==> config.mk <==
export PLATFORM = sky130hd
export DESIGN_NAME = sine_wave_pixel_modulator_flat
export DESIGN_NICKNAME = d
export VERILOG_FILES = /design/src/hdl/swpm_pkg.sv /design/src/hdl/swpm_if.sv /design/src/hdl/swpm_cfg.sv /design/src/hdl/swpm_div.sv /design/src/hdl/swpm_cordic.sv /design/src/hdl/sine_wave_pixel_modulator.sv /design/src/flat_wrapper.sv
export SDC_FILE = /design/constraint.sdc
export NUM_CORES = 2
export LEC_CHECK = 0
export CAP_MARGIN = 20
export CORE_ASPECT_RATIO = 1.5
export CORE_MARGIN = 4
export CORE_UTILIZATION = 35
export DETAILED_ROUTE_END_ITERATION = 7
export DONT_BUFFER_PORTS = 1
export SETUP_SLACK_MARGIN = 0.4
export SLEW_MARGIN = 20
export SYNTH_ARGS = -nofsm -noshare
export SYNTH_HDL_FRONTEND = slang
export SYNTH_SLANG_ARGS = --single-unit
==> constraint.sdc <==
create_clock -name i_clk -period 11.49 [get_ports i_clk]
set_clock_uncertainty 0.1 [all_clocks]
set_input_delay 1.149 -clock i_clk [delete_from_list [all_inputs] [get_ports i_clk]]
set_output_delay 1.149 -clock i_clk [all_outputs]
set_load 0.02 [all_outputs]
==> src/hdl/swpm_pkg.sv <==
package swpm_pkg;

    localparam int PIX_W = 10;
    localparam int CF = 44;
    localparam int CW = 48;
    localparam int CN = 44;
    localparam int QW = 44;
    localparam int STEP_W = 6;
    localparam int AW = 5;
    // floor(x / 100) equals (x * SPREAD_RECIP) >> SPREAD_SHIFT for every spread product.
    localparam int SPREAD_RECIP = 671089;
    localparam int SPREAD_RW = 20;
    localparam int SPREAD_SHIFT = 26;
    localparam real PI = 3.14159265358979323846;
    localparam real TWO_OVER_PI = 2.0 / PI;

    localparam logic [2:0] REG_TABLE_LENGTH   = 3'd0;
    localparam logic [2:0] REG_SPREAD_PERCENT = 3'd1;
    localparam logic [2:0] REG_DEPTH_Q16      = 3'd2;
    localparam logic [2:0] REG_GROUP_WIDTH    = 3'd3;
    localparam logic [2:0] REG_GAP_WIDTH      = 3'd4;
    localparam logic [2:0] REG_BASE_COLOR     = 3'd5;

    typedef struct packed {
        logic [10:0] table_length;
        logic [6:0]  spread_percent;
        logic [15:0] depth_q16;
        logic [7:0]  group_width;
        logic [7:0]  gap_width;
        logic [31:0] base_color;
    } t_cfg;

    typedef struct packed {
        logic              start;
        logic [STEP_W-1:0] steps;
    } t_div_ctl;

    typedef logic signed [CW-1:0] t_atan_tab [CN];

    // Arctangent of 2^-i in units of a quarter turn, CF fraction bits.
    function automatic t_atan_tab f_atan_tab();
        t_atan_tab tab;
        real       a;
        for (int i = 0; i < CN; i++) begin
            a = $atan(2.0 ** (-i)) * TWO_OVER_PI * (2.0 ** CF);
            tab[i] = CW'(longint'(a));
        end
        return tab;
    endfunction

    function automatic logic signed [CW-1:0] f_gain();
        real p;
        p = 1.0;
        for (int i = 0; i < CN; i++) begin
            p = p * (1.0 + 2.0 ** (-2 * i));
        end
        return CW'(longint'((p ** (-0.5)) * (2.0 ** CF)));
    endfunction

    localparam t_atan_tab ATAN_TAB = f_atan_tab();
    localparam logic signed [CW-1:0] CORDIC_K = f_gain();

endpackage

==> src/hdl/swpm_if.sv <==
interface swpm_in_if;
    logic                valid;
    logic                ready;
    logic                func;
    logic [9:0]          pixel_index;

    modport source (output valid, func, pixel_index, input ready);
    modport sink (input valid, func, pixel_index, output ready);
endinterface

interface swpm_out_if;
    logic       valid;
    logic       ready;
    logic       written;
    logic [7:0] out_red;
    logic [7:0] out_green;
    logic [7:0] out_blue;
    logic [7:0] out_white;

    modport source (output valid, written, out_red, out_green, out_blue, out_white, input ready);
    modport sink (input valid, written, out_red, out_green, out_blue, out_white, output ready);
endinterface

==> src/hdl/swpm_cfg.sv <==
module swpm_cfg (
    input  logic                     i_clk,
    input  logic                     i_rst_n,
    input  logic                     psel,
    input  logic                     penable,
    input  logic                     pwrite,
    input  logic [swpm_pkg::AW-1:0]  paddr,
    input  logic [31:0]              pwdata,
    output logic [31:0]              prdata,
    output logic                     pready,
    output swpm_pkg::t_cfg           o_cfg
);
    import swpm_pkg::*;

    t_cfg       r_cfg;
    logic       s_wr;
    logic [2:0] s_idx;

    assign s_wr   = psel && penable && pwrite;
    assign s_idx  = paddr[AW-1:2];
    assign pready = 1'b1;
    assign o_cfg  = r_cfg;

    always_ff @(posedge i_clk) begin
        if (!i_rst_n) begin
            r_cfg.table_length   <= 11'd64;
            r_cfg.spread_percent <= 7'd100;
            r_cfg.depth_q16      <= 16'd16384;
            r_cfg.group_width    <= 8'd1;
            r_cfg.gap_width      <= 8'd0;
            r_cfg.base_color     <= 32'h00FF_FFFF;
        end else if (s_wr) begin
            case (s_idx)
                REG_TABLE_LENGTH:   r_cfg.table_length   <= pwdata[10:0];
                REG_SPREAD_PERCENT: r_cfg.spread_percent <= pwdata[6:0];
                REG_DEPTH_Q16:      r_cfg.depth_q16      <= pwdata[15:0];
                REG_GROUP_WIDTH:    r_cfg.group_width    <= pwdata[7:0];
                REG_GAP_WIDTH:      r_cfg.gap_width      <= pwdata[7:0];
                REG_BASE_COLOR:     r_cfg.base_color     <= pwdata;
                default: ;
            endcase
        end
    end

    always_comb begin
        case (s_idx)
            REG_TABLE_LENGTH:   prdata = 32'(r_cfg.table_length);
            REG_SPREAD_PERCENT: prdata = 32'(r_cfg.spread_percent);
            REG_DEPTH_Q16:      prdata = 32'(r_cfg.depth_q16);
            REG_GROUP_WIDTH:    prdata = 32'(r_cfg.group_width);
            REG_GAP_WIDTH:      prdata = 32'(r_cfg.gap_width);
            REG_BASE_COLOR:     prdata = r_cfg.base_color;
            default:            prdata = '0;
        endcase
    end

endmodule

==> src/hdl/swpm_div.sv <==
module swpm_div #(
    parameter int DVW = 11
) (
    input  logic                    i_clk,
    input  logic                    i_rst_n,
    input  swpm_pkg::t_div_ctl      i_ctl,
    input  logic [swpm_pkg::QW-1:0] i_dividend,
    input  logic [DVW-1:0]          i_rem0,
    input  logic [DVW-1:0]          i_divisor,
    output logic                    o_done,
    output logic [swpm_pkg::QW-1:0] o_quot,
    output logic [DVW-1:0]          o_rem
);
    import swpm_pkg::*;

    logic              r_busy;
    logic [STEP_W-1:0] r_cnt;
    logic [QW-1:0]     r_q;
    logic [DVW-1:0]    r_rem;
    logic [DVW-1:0]    r_dvs;
    logic [DVW:0]      s_trial;
    logic              s_ge;

    assign s_trial = {r_rem, r_q[QW-1]};
    assign s_ge    = s_trial >= {1'b0, r_dvs};
    assign o_done  = r_busy && (r_cnt == '0);
    assign o_quot  = r_q;
    assign o_rem   = r_rem;

    always_ff @(posedge i_clk) begin
        if (!i_rst_n) begin
            r_busy <= 1'b0;
            r_cnt  <= '0;
        end else if (i_ctl.start) begin
            r_busy <= 1'b1;
            r_cnt  <= i_ctl.steps;
        end else if (o_done) begin
            r_busy <= 1'b0;
        end else if (r_busy) begin
            r_cnt <= r_cnt - 1'b1;
        end
    end

    // The dividend is aligned to the top so that one bit enters the remainder per step.
    always_ff @(posedge i_clk) begin
        if (i_ctl.start) begin
            r_q   <= i_dividend << (QW - int'(i_ctl.steps));
            r_rem <= i_rem0;
            r_dvs <= i_divisor;
        end else if (r_busy && r_cnt != '0) begin
            r_q   <= {r_q[QW-2:0], s_ge};
            r_rem <= s_ge ? DVW'(s_trial - {1'b0, r_dvs}) : s_trial[DVW-1:0];
        end
    end

`ifndef SYNTHESIS
    a_no_restart: assert property (@(posedge i_clk) disable iff (!i_rst_n)
        i_ctl.start |-> (!r_busy || o_done))
        else $error("divider started while busy");
    a_rem_below: assert property (@(posedge i_clk) disable iff (!i_rst_n)
        o_done |-> (r_rem < r_dvs))
        else $error("divider remainder not below divisor");
`endif

endmodule

==> src/hdl/swpm_cordic.sv <==
module swpm_cordic (
    input  logic                           i_clk,
    input  logic                           i_rst_n,
    input  logic                           i_start,
    input  logic [swpm_pkg::CF-1:0]        i_angle,
    output logic                           o_done,
    output logic signed [swpm_pkg::CW-1:0] o_cos,
    output logic signed [swpm_pkg::CW-1:0] o_sin
);
    import swpm_pkg::*;

    logic                 r_busy;
    logic [STEP_W-1:0]    r_it;
    logic signed [CW-1:0] r_x;
    logic signed [CW-1:0] r_y;
    logic signed [CW-1:0] r_z;
    logic signed [CW-1:0] s_xs;
    logic signed [CW-1:0] s_ys;

    assign s_xs   = r_x >>> r_it;
    assign s_ys   = r_y >>> r_it;
    assign o_done = r_busy && (r_it == STEP_W'(CN));
    assign o_cos  = r_x;
    assign o_sin  = r_y;

    always_ff @(posedge i_clk) begin
        if (!i_rst_n) begin
            r_busy <= 1'b0;
            r_it   <= '0;
        end else if (i_start) begin
            r_busy <= 1'b1;
            r_it   <= '0;
        end else if (o_done) begin
            r_busy <= 1'b0;
        end else if (r_busy) begin
            r_it <= r_it + 1'b1;
        end
    end

    always_ff @(posedge i_clk) begin
        if (i_start) begin
            r_x <= CORDIC_K;
            r_y <= '0;
            r_z <= $signed(CW'(i_angle));
        end else if (r_busy && !o_done) begin
            if (!r_z[CW-1]) begin
                r_x <= r_x - s_ys;
                r_y <= r_y + s_xs;
                r_z <= r_z - ATAN_TAB[r_it];
            end else begin
                r_x <= r_x + s_ys;
                r_y <= r_y - s_xs;
                r_z <= r_z + ATAN_TAB[r_it];
            end
        end
    end

endmodule

==> src/hdl/sine_wave_pixel_modulator.sv <==
// Computes one pixel color per request item, or advances the animation phase by one
// frame. A pixel item runs through a shared restoring divider, one quotient bit per
// cycle, for the period split, the group index, the table index, the quadrant and the
// angle fraction (44 bits); the spread factor comes from a reciprocal multiplication.
// A CORDIC unit then does one rotation per cycle over 44 rotations, followed by the
// depth product and one channel product per cycle. A pixel that falls in a gap ends
// after the period split, a pixel rejected by a zero group width or the pixel limit
// goes straight to the output register, and an advance item takes one division. The
// input is not ready while an item is being worked on; a finished result waits in
// the output register, and a new result waits until the previous one has been taken.
module sine_wave_pixel_modulator #(
    parameter int MAX_PIXELS      = 1024,
    parameter int MAX_TABLE       = 1024,
    parameter int SCALE_FRAC_BITS = 16
) (
    input  logic                    i_clk,
    input  logic                    i_rst_n,
    swpm_in_if.sink                 i_in,
    swpm_out_if.source              o_out,
    input  logic                    psel,
    input  logic                    penable,
    input  logic                    pwrite,
    input  logic [swpm_pkg::AW-1:0] paddr,
    input  logic [31:0]             pwdata,
    output logic [31:0]             prdata,
    output logic                    pready
);
    import swpm_pkg::*;

    localparam int NW   = $clog2(MAX_TABLE + 1);
    localparam int PH_W = $clog2(MAX_TABLE);
    localparam int DVW  = (NW > 9) ? NW : 9;
    localparam int MW   = NW + 1;
    localparam int PRW  = NW + 7;
    localparam int MQW  = PRW + SPREAD_RW;
    localparam int XW   = MW + PIX_W + 1;
    localparam int F    = SCALE_FRAC_BITS;
    localparam logic [F+1:0] ONE_X = (F+2)'(1) << F;

    localparam logic [3:0] S_IDLE = 4'd0;
    localparam logic [3:0] S_ADV  = 4'd1;
    localparam logic [3:0] S_D1   = 4'd2;
    localparam logic [3:0] S_D2   = 4'd3;
    localparam logic [3:0] S_X    = 4'd5;
    localparam logic [3:0] S_D4   = 4'd6;
    localparam logic [3:0] S_D5   = 4'd7;
    localparam logic [3:0] S_D6   = 4'd8;
    localparam logic [3:0] S_COR  = 4'd9;
    localparam logic [3:0] S_DEP  = 4'd10;
    localparam logic [3:0] S_CH   = 4'd11;
    localparam logic [3:0] S_EMIT = 4'd12;

    t_cfg                 s_cfg;
    logic [3:0]           r_state;
    logic [3:0]           n_state;
    logic [PH_W-1:0]      r_phase;
    logic [PIX_W-1:0]     r_g;
    logic [MW-1:0]        r_mult;
    logic [1:0]           r_quad;
    logic                 r_swap;
    logic signed [F+1:0]  r_c;
    logic [F:0]           r_scale;
    logic [1:0]           r_ch;
    logic                 r_wr;
    logic [31:0]          r_col;
    logic                 r_ovalid;
    logic                 r_out_wr;
    logic [31:0]          r_out_col;

    t_div_ctl             s_div_ctl;
    logic [QW-1:0]        s_div_dividend;
    logic [DVW-1:0]       s_div_rem0;
    logic [DVW-1:0]       s_div_divisor;
    logic                 s_div_done;
    logic [QW-1:0]        s_div_quot;
    logic [DVW-1:0]       s_div_rem;
    logic                 s_cor_start;
    logic                 s_cor_done;
    logic signed [CW-1:0] s_cos;
    logic signed [CW-1:0] s_sin;

    logic [NW-1:0]        s_n;
    logic [8:0]           s_period;
    logic [PRW-1:0]       s_prod;
    logic [MQW-1:0]       s_mq;
    logic                 s_skip;
    logic [PIX_W+8:0]     s_bfull;
    logic [MW+PIX_W-1:0]  s_mg;
    logic [DVW:0]         s_adv;
    logic                 s_swap;
    logic [DVW-1:0]       s_m;
    logic signed [CW-1:0] s_mag;
    logic                 s_neg;
    logic [CF:0]          s_magu;
    logic [CF+1:0]        s_rsum;
    logic [F:0]           s_rmag;
    logic signed [F+1:0]  s_c;
    logic [F+1:0]         s_sum;
    logic [F+17:0]        s_dprod;
    logic [F+1:0]         s_d;
    logic [F:0]           s_scale;
    logic [7:0]           s_chan;
    logic [F+8:0]         s_cprod;
    logic                 s_emit;

    swpm_cfg u_cfg (
        .i_clk   (i_clk),
        .i_rst_n (i_rst_n),
        .psel    (psel),
        .penable (penable),
        .pwrite  (pwrite),
        .paddr   (paddr),
        .pwdata  (pwdata),
        .prdata  (prdata),
        .pready  (pready),
        .o_cfg   (s_cfg)
    );

    swpm_div #(.DVW(DVW)) u_div (
        .i_clk      (i_clk),
        .i_rst_n    (i_rst_n),
        .i_ctl      (s_div_ctl),
        .i_dividend (s_div_dividend),
        .i_rem0     (s_div_rem0),
        .i_divisor  (s_div_divisor),
        .o_done     (s_div_done),
        .o_quot     (s_div_quot),
        .o_rem      (s_div_rem)
    );

    swpm_cordic u_cordic (
        .i_clk   (i_clk),
        .i_rst_n (i_rst_n),
        .i_start (s_cor_start),
        .i_angle (s_div_quot[CF-1:0]),
        .o_done  (s_cor_done),
        .o_cos   (s_cos),
        .o_sin   (s_sin)
    );

    always_comb begin
        if (s_cfg.table_length == '0) begin
            s_n = NW'(1);
        end else if (32'(s_cfg.table_length) > 32'(MAX_TABLE)) begin
            s_n = NW'(MAX_TABLE);
        end else begin
            s_n = NW'(s_cfg.table_length);
        end
    end

    assign s_period = 9'(s_cfg.group_width) + 9'(s_cfg.gap_width);
    assign s_prod   = PRW'(s_cfg.spread_percent) * PRW'(s_n);
    assign s_mq     = MQW'(s_prod) * MQW'(SPREAD_RECIP);
    assign s_skip   = (s_cfg.group_width == '0) ||
                      (32'(i_in.pixel_index) >= 32'(MAX_PIXELS));
    assign s_bfull  = s_div_quot[PIX_W-1:0] * s_period;
    assign s_mg     = r_mult * r_g;
    assign s_adv    = (DVW+1)'(s_div_rem) + (DVW+1)'(1);
    assign s_swap   = {s_div_rem, 1'b0} > (DVW+1)'(s_n);
    assign s_m      = s_swap ? DVW'(s_n) - s_div_rem : s_div_rem;

    // Octant folding: cosine and sine swap above an eighth turn, then the quadrant
    // picks the magnitude and the sign.
    always_comb begin
        case (r_quad)
            2'd0:    begin s_mag = r_swap ? s_sin : s_cos; s_neg = 1'b0; end
            2'd1:    begin s_mag = r_swap ? s_cos : s_sin; s_neg = 1'b1; end
            2'd2:    begin s_mag = r_swap ? s_sin : s_cos; s_neg = 1'b1; end
            default: begin s_mag = r_swap ? s_cos : s_sin; s_neg = 1'b0; end
        endcase
    end

    assign s_magu  = s_mag[CW-1] ? '0 : s_mag[CF:0];
    assign s_rsum  = (CF+2)'(s_magu) + ((CF+2)'(1) << (CF - F - 1));
    assign s_rmag  = (F+1)'(s_rsum >> (CF - F));
    assign s_c     = s_neg ? -$signed({1'b0, s_rmag}) : $signed({1'b0, s_rmag});
    assign s_sum   = ONE_X + $unsigned(r_c);
    assign s_dprod = s_cfg.depth_q16 * s_sum;
    assign s_d     = s_dprod[F+17:16];
    assign s_scale = (s_d >= ONE_X) ? '0 : (F+1)'(ONE_X - s_d);
    assign s_chan  = s_cfg.base_color[{r_ch, 3'b000} +: 8];
    assign s_cprod = s_chan * r_scale;
    assign s_emit  = (r_state == S_EMIT) && (!r_ovalid || o_out.ready);

    always_comb begin
        n_state        = r_state;
        s_div_ctl      = '0;
        s_div_dividend = '0;
        s_div_rem0     = '0;
        s_div_divisor  = DVW'(s_n);
        s_cor_start    = 1'b0;
        case (r_state)
            S_IDLE: begin
                if (i_in.valid) begin
                    if (i_in.func) begin
                        s_div_ctl.start = 1'b1;
                        s_div_ctl.steps = STEP_W'(PH_W);
                        s_div_dividend  = QW'(r_phase);
                        n_state         = S_ADV;
                    end else if (s_skip) begin
                        n_state = S_EMIT;
                    end else begin
                        s_div_ctl.start = 1'b1;
                        s_div_ctl.steps = STEP_W'(PIX_W);
                        s_div_dividend  = QW'(i_in.pixel_index);
                        s_div_divisor   = DVW'(s_period);
                        n_state         = S_D1;
                    end
                end
            end
            S_ADV: begin
                if (s_div_done) begin
                    n_state = S_IDLE;
                end
            end
            S_D1: begin
                if (s_div_done) begin
                    if (s_div_rem >= DVW'(s_cfg.group_width)) begin
                        n_state = S_EMIT;
                    end else begin
                        s_div_ctl.start = 1'b1;
                        s_div_ctl.steps = STEP_W'(PIX_W);
                        s_div_dividend  = QW'(s_bfull[PIX_W-1:0]);
                        s_div_divisor   = DVW'(s_cfg.group_width);
                        n_state         = S_D2;
                    end
                end
            end
            S_D2: begin
                if (s_div_done) begin
                    n_state = S_X;
                end
            end
            S_X: begin
                s_div_ctl.start = 1'b1;
                s_div_ctl.steps = STEP_W'(XW);
                s_div_dividend  = QW'(s_mg) + QW'(r_phase);
                n_state         = S_D4;
            end
            S_D4: begin
                if (s_div_done) begin
                    s_div_ctl.start = 1'b1;
                    s_div_ctl.steps = STEP_W'(NW + 2);
                    s_div_dividend  = QW'({s_div_rem, 2'b00});
                    n_state         = S_D5;
                end
            end
            S_D5: begin
                if (s_div_done) begin
                    s_div_ctl.start = 1'b1;
                    s_div_ctl.steps = STEP_W'(CF);
                    s_div_rem0      = s_m;
                    n_state         = S_D6;
                end
            end
            S_D6: begin
                if (s_div_done) begin
                    s_cor_start = 1'b1;
                    n_state     = S_COR;
                end
            end
            S_COR: begin
                if (s_cor_done) begin
                    n_state = S_DEP;
                end
            end
            S_DEP: begin
                n_state = S_CH;
            end
            S_CH: begin
                if (r_ch == 2'd3) begin
                    n_state = S_EMIT;
                end
            end
            S_EMIT: begin
                if (s_emit) begin
                    n_state = S_IDLE;
                end
            end
            default: n_state = S_IDLE;
        endcase
    end

    always_ff @(posedge i_clk) begin
        if (!i_rst_n) begin
            r_state  <= S_IDLE;
            r_phase  <= '0;
            r_ch     <= '0;
            r_ovalid <= 1'b0;
        end else begin
            r_state <= n_state;
            if (r_state == S_ADV && s_div_done) begin
                r_phase <= (s_adv == (DVW+1)'(s_n)) ? '0 : PH_W'(s_adv);
            end
            if (r_state == S_DEP) begin
                r_ch <= '0;
            end else if (r_state == S_CH) begin
                r_ch <= r_ch + 1'b1;
            end
            if (s_emit) begin
                r_ovalid <= 1'b1;
            end else if (o_out.ready) begin
                r_ovalid <= 1'b0;
            end
        end
    end

    always_ff @(posedge i_clk) begin
        case (r_state)
            S_IDLE: begin
                if (i_in.valid && !i_in.func) begin
                    r_wr  <= 1'b0;
                    r_col <= '0;
                end
            end
            S_D2: begin
                if (s_div_done) begin
                    r_g    <= s_div_quot[PIX_W-1:0];
                    r_mult <= (s_prod == '0) ? MW'(1) : s_mq[SPREAD_SHIFT +: MW];
                end
            end
            S_D5: begin
                if (s_div_done) begin
                    r_quad <= s_div_quot[1:0];
                    r_swap <= s_swap;
                end
            end
            S_COR: begin
                if (s_cor_done) begin
                    r_c <= s_c;
                end
            end
            S_DEP: begin
                r_scale <= s_scale;
                r_wr    <= 1'b1;
            end
            S_CH: begin
                r_col[{r_ch, 3'b000} +: 8] <= s_cprod[F+7:F];
            end
            default: ;
        endcase
        if (s_emit) begin
            r_out_wr  <= r_wr;
            r_out_col <= r_col;
        end
    end

    assign i_in.ready      = (r_state == S_IDLE);
    assign o_out.valid     = r_ovalid;
    assign o_out.written   = r_out_wr;
    assign o_out.out_red   = r_out_col[23:16];
    assign o_out.out_green = r_out_col[15:8];
    assign o_out.out_blue  = r_out_col[7:0];
    assign o_out.out_white = r_out_col[31:24];

`ifndef SYNTHESIS
    a_phase_wraps: assert property (@(posedge i_clk) disable iff (!i_rst_n)
        (r_state == S_ADV && s_div_done) |=> (32'(r_phase) < 32'($past(s_n))))
        else $error("phase not below table length after advance");
    a_gap_black: assert property (@(posedge i_clk) disable iff (!i_rst_n)
        (r_ovalid && !r_out_wr) |-> (r_out_col == '0))
        else $error("unwritten pixel carries a color");
    a_result_held: assert property (@(posedge i_clk) disable iff (!i_rst_n)
        (r_state == S_EMIT && r_ovalid && !o_out.ready) |=> (r_state == S_EMIT))
        else $error("result left before the previous one was taken");
`endif

endmodule

==> src/flat_wrapper.sv <==
// flat-port wrapper written by rule: the top's interface ports become plain ports
module sine_wave_pixel_modulator_flat import swpm_pkg::*;
#(
    parameter int MAX_PIXELS      = 1024,
    parameter int MAX_TABLE       = 1024,
    parameter int SCALE_FRAC_BITS = 16
)
  (i_clk, i_rst_n, psel, penable, pwrite, paddr, pwdata, prdata, pready, i_in_valid, i_in_func, i_in_pixel_index, i_in_ready, o_out_valid, o_out_written, o_out_out_red, o_out_out_green, o_out_out_blue, o_out_out_white, o_out_ready);
  swpm_in_if i_in_i ();
  swpm_out_if o_out_i ();
  input  logic i_clk;
  input  logic i_rst_n;
  input  logic psel;
  input  logic penable;
  input  logic pwrite;
  input  logic [swpm_pkg::AW-1:0] paddr;
  input  logic [31:0] pwdata;
  output logic [31:0] prdata;
  output logic pready;
  input wire logic [$bits(i_in_i.valid)-1:0] i_in_valid;
  input wire logic [$bits(i_in_i.func)-1:0] i_in_func;
  input wire logic [$bits(i_in_i.pixel_index)-1:0] i_in_pixel_index;
  output wire logic [$bits(i_in_i.ready)-1:0] i_in_ready;
  output wire logic [$bits(o_out_i.valid)-1:0] o_out_valid;
  output wire logic [$bits(o_out_i.written)-1:0] o_out_written;
  output wire logic [$bits(o_out_i.out_red)-1:0] o_out_out_red;
  output wire logic [$bits(o_out_i.out_green)-1:0] o_out_out_green;
  output wire logic [$bits(o_out_i.out_blue)-1:0] o_out_out_blue;
  output wire logic [$bits(o_out_i.out_white)-1:0] o_out_out_white;
  input wire logic [$bits(o_out_i.ready)-1:0] o_out_ready;
  assign i_in_i.valid = i_in_valid;
  assign i_in_i.func = i_in_func;
  assign i_in_i.pixel_index = i_in_pixel_index;
  assign i_in_ready = i_in_i.ready;
  assign o_out_valid = o_out_i.valid;
  assign o_out_written = o_out_i.written;
  assign o_out_out_red = o_out_i.out_red;
  assign o_out_out_green = o_out_i.out_green;
  assign o_out_out_blue = o_out_i.out_blue;
  assign o_out_out_white = o_out_i.out_white;
  assign o_out_i.ready = o_out_ready;
  sine_wave_pixel_modulator #(.MAX_PIXELS(MAX_PIXELS), .MAX_TABLE(MAX_TABLE), .SCALE_FRAC_BITS(SCALE_FRAC_BITS)) u_core (.i_clk(i_clk), .i_rst_n(i_rst_n), .i_in(i_in_i), .o_out(o_out_i), .psel(psel), .penable(penable), .pwrite(pwrite), .paddr(paddr), .pwdata(pwdata), .prdata(prdata), .pready(pready));
endmodule
==> results.md <==
* Initial antenna violation count at 12
* DRT iter0 DRCs at about 4600
* Top cell type's share of synthesized area at roughly 17%
* Crit path largest cell delay at ~0.50 ns
* Core area at 192000 µm²
* Root Buffer: clkbuf_16
* Largest net degree at the start of global routing at approximately 110
* Syn Inst Count at 7993
* Global route total overflow at 0
* Worst Path Class, Setup: reg2reg
* Detailed-route via count at 59500
* DR WL met3 at between 15000 and 20000 µm
* Period utilization at ~93%
* Worst-Margin Slew at around 1.2 ns
* Area taken by multi-input logic gates at roughly 50000 µm²
* Hold/Removal Path Class: reg2reg
* Total CTS buffers at between 50 and 60
* H-tree levels at 2
* Number of synthesis warnings at 0
* Nets at approximately 9100
* Fillers at about 19000
* Synth cell types at 106
* Cell leakage power at 32.4 nW
* Yosys reg bits at around 450
* Startpoint types: flip-flop
* Placer Congestion at around 1.0
* Storage element area at approximately 11000 µm²
* Worst-path fanout max at 4
* Wire length on met2 at approximately 120000 µm
* Die Y-Extent at 546 µm
* Synth top cells by count: nand2_1, inv_1, ha_1
* EDFF count, synth at about 240
* Fin. max-slew vios at 0
* Clk_lat worst skew at about 0.73 ns
* DR WL/cell at roughly 24 µm
* Data required time of the critical path at 11.87 ns
* # rows at about 200
* Reg clk slew, reported paths at 0.07 ns
* Setup TNS at 0 ns
* First-pass GRT wire length at around 370000 µm
* Dpl hpwl at 191000 µm
* Layout cell share with drive strength beyond 1 at under 10%
* TritonRoute pass-1 iters at 8
* Met1 Routed Length at around 94000 µm
* Primary FF master, synth: edfxtp_1
* Via density at around 5.7
* Vias in the first global route at between 60000 and 70000
* Worst Setup End Kind: flip-flop
* Syn_nets at around 9300
* Synth area leaders: fa_1, ha_1, edfxtp_1
* Most frequent CP cell: fa_1
* Slew Limit Headroom at 19.2%
* Critical path arrival at roughly 11 ns
* Maximum clock path buffer count at 3
* RSZ-0062 raised after global routing: no
* Min Tclk post-route at 10.65 ns
* Final WL at 247000 µm
* Failing checks: design-rule violations
* Top-count cell post-synth: nand2_1
* Area delta synth->final at 7.50%
* Status: finished with violations
* DRC Markers at 8
* CTS tree: built
* Yosys top cell by area: fa_1
* Fin area at ~73000 µm²
* PwrDens at approximately 190 nW/µm²
* Maximum VDD drop at 130 µV
* Avg Inst Size Synth at 8.45 µm²
* Clk sinks at approximately 450
* Crit path max-delay family: adder cells
* # setup viols final at 0
* WP buf/inv at 10
* # Max-Cap Violations at 0
* Mapped Area at 67500 µm²
* Buffers on Ports at 0
* ANT nets after route at 0
* Asr flop ratio synth at 0%
* Dpl cell area at about 70000 µm²
* Die W at around 370 µm
* Final Hold Viols at 0
* Top sig layer: met5
* CP max-delay cell: fa_1
* Max Fclk at ~0.094 GHz
* Initial core utilization at a little over a third
* Sequential fraction of the synthesis area at roughly 17%
* Full die area at roughly 200000 µm²
* Hold buffers post-CTS at 0
* # IOs at approximately 120
* GR Util All Layers at approximately a quarter
* R2R Setup Slk at about 0.84 ns
per-layer routing:
| metal | global-route usage (%) | vias up |
|---|---|---|
| met1 | 27.8 | 29200 |
| met2 | 40.5 | 2450 |
| met4 | 14.1 | 2 |
| met3 | 5.24 | 762 |
| met5 | 0 | - |
| li1 | - | 27100 |
state kept, by name, summed over array words and instances (netlist names), 2 cells and up:
register / count
u_core.u_cordic.r_z: 48
u_core.r_g: 10
u_core.u_cfg.o_cfg: 82
u_core.r_c: 18
u_core.r_phase: 10
u_core.u_div.r_dvs: 11
u_core.r_scale: 17
u_core.r_state: 4
u_core.u_div.o_quot: 44
u_core.u_div.r_cnt: 6
u_core.r_out_col: 32
u_core.u_cordic.o_sin: 48
u_core.u_cordic.o_cos: 48
u_core.r_quad: 2
u_core.r_mult: 12
u_core.u_div.o_rem: 11
u_core.u_cordic.r_it: 6
u_core.r_col: 32
u_core.r_ch: 2
layout by cell type (no fill, tap or decap), types with 38 or more instances in the layout:
master     synthesis  layout
a211oi_1          58      58
a21boi_0          45      45
a21o_1           146     146
a21oi_1          495     490
a221oi_1          40      39
a22oi_1           40      40
a31oi_1           75      75
and2_1           316     316
and3_1            84      84
buf_4             17     183
clkbuf_16          0      60
dfxtp_1          213     206
edfxtp_1         236     236
fa_1             587     587
ha_1             630     628
inv_1            848     846
mux2_2            82      82
mux2i_1          189     189
mux4_2            67      67
nand2_1         1022    1022
nand2b_1          76      76
nand3_1          149     149
nand4_1           53      53
nor2_1           482     475
nor2b_1          117     115
nor3_1           113     107
o211ai_1          60      60
o21ai_0          309     299
o21bai_1          38      38
o22ai_1           69      69
xnor2_1          252     248
xor2_1           182     181
kinds of logic (layout without fill, tap and decap cells):
logic type	Yosys count	in the layout	synth area share (%)
AOI/OAI and AO/OA	1700	1700	16.4
xor gates and xnor gates	436	436	5.70
adders and majority gates	1217	1217	29.1
buffers and inverters	1279	1144	7.46
DFF	449	449	16.8
muxes	344	344	6.55
other	1	12	0.00556
and+or+nand+nor	2567	2567	18.0
metrics by stage:
| step | worst slack [ns] | power [mW] | std cells | hold slack (ns) | util (%) |
|---|---|---|---|---|---|
| CTS | 0.478 | 13.4 | 10300 | 0.343 | 37.7 |
| floorplan | 0.835 | 8.84 | 7993 | 0.300 | - |
| global route | 0.331 | 14.5 | 10300 | 0.357 | 37.8 |
| detailed placement | 0.374 | 11.3 | 10200 | 0.322 | 36.6 |
| finish | 0.840 | 13.5 | 10400 | 0.337 | 37.8 |
| global placement | 0.247 | 11.2 | 10200 | 0.310 | 36.6 |
worst reg2reg max path, delay by kind of cell (launching register included):
kind	cells	cell delay, ns
flip-flops	1	0.35
AND/OR/NAND/NOR	9	1.29
buffers and inverters	10	0.87
AO/OA/AOI/OAI	13	2.13
adder cells (fa/ha/maj)	12	5.17
XOR/XNOR	3	0.46
layout make-up:
| class | instances | share of cell area [%] |
|---|---|---|
| Inverter | 854 | 4.42 |
| Tap cell | 2487 | 4.29 |
| Sequential cell | 449 | 15.7 |
| Timing Repair Buffer | 186 | 1.97 |
| Clock buffer | 71 | 2.20 |
| Antenna cell | 11 | 0.0379 |
| Multi-Input combinational cell | 6265 | 70.8 |
| Clock inverter | 33 | 0.645 |
worst paths after layout:
kind / startpoint / to / cells after the start
worst max-delay path: u_core.u_cfg.o_cfg[76] / u_core.r_mult[10] / 47
worst max register to register: u_core.u_cfg.o_cfg[76] / u_core.r_mult[10] / 47
worst min register to register: u_core.r_col[12] / u_core.r_out_col[12] / 0
worst min-delay path: u_core.r_col[12] / u_core.r_out_col[12] / 0
power by group:
group / internal (mW) / total [mW] / switching, mW / leakage, nW
Combinational: 3.43 / 8.70 / 5.27 / 27.4
Clock: 1.16 / 2.00 / 0.847 / 0.992
Sequential: 2.15 / 2.79 / 0.641 / 3.94
Total: 6.73 / 13.5 / 6.76 / 32.4
what timing repair did:
action | in CTS | in global routing
pin swaps | 0 | 15
endpoints found under the setup margin | 2 | 9
resized for setup | 2 | 23
setup buffers | 0 | 6
Note: power is estimated with default switching activity, not from simulation.
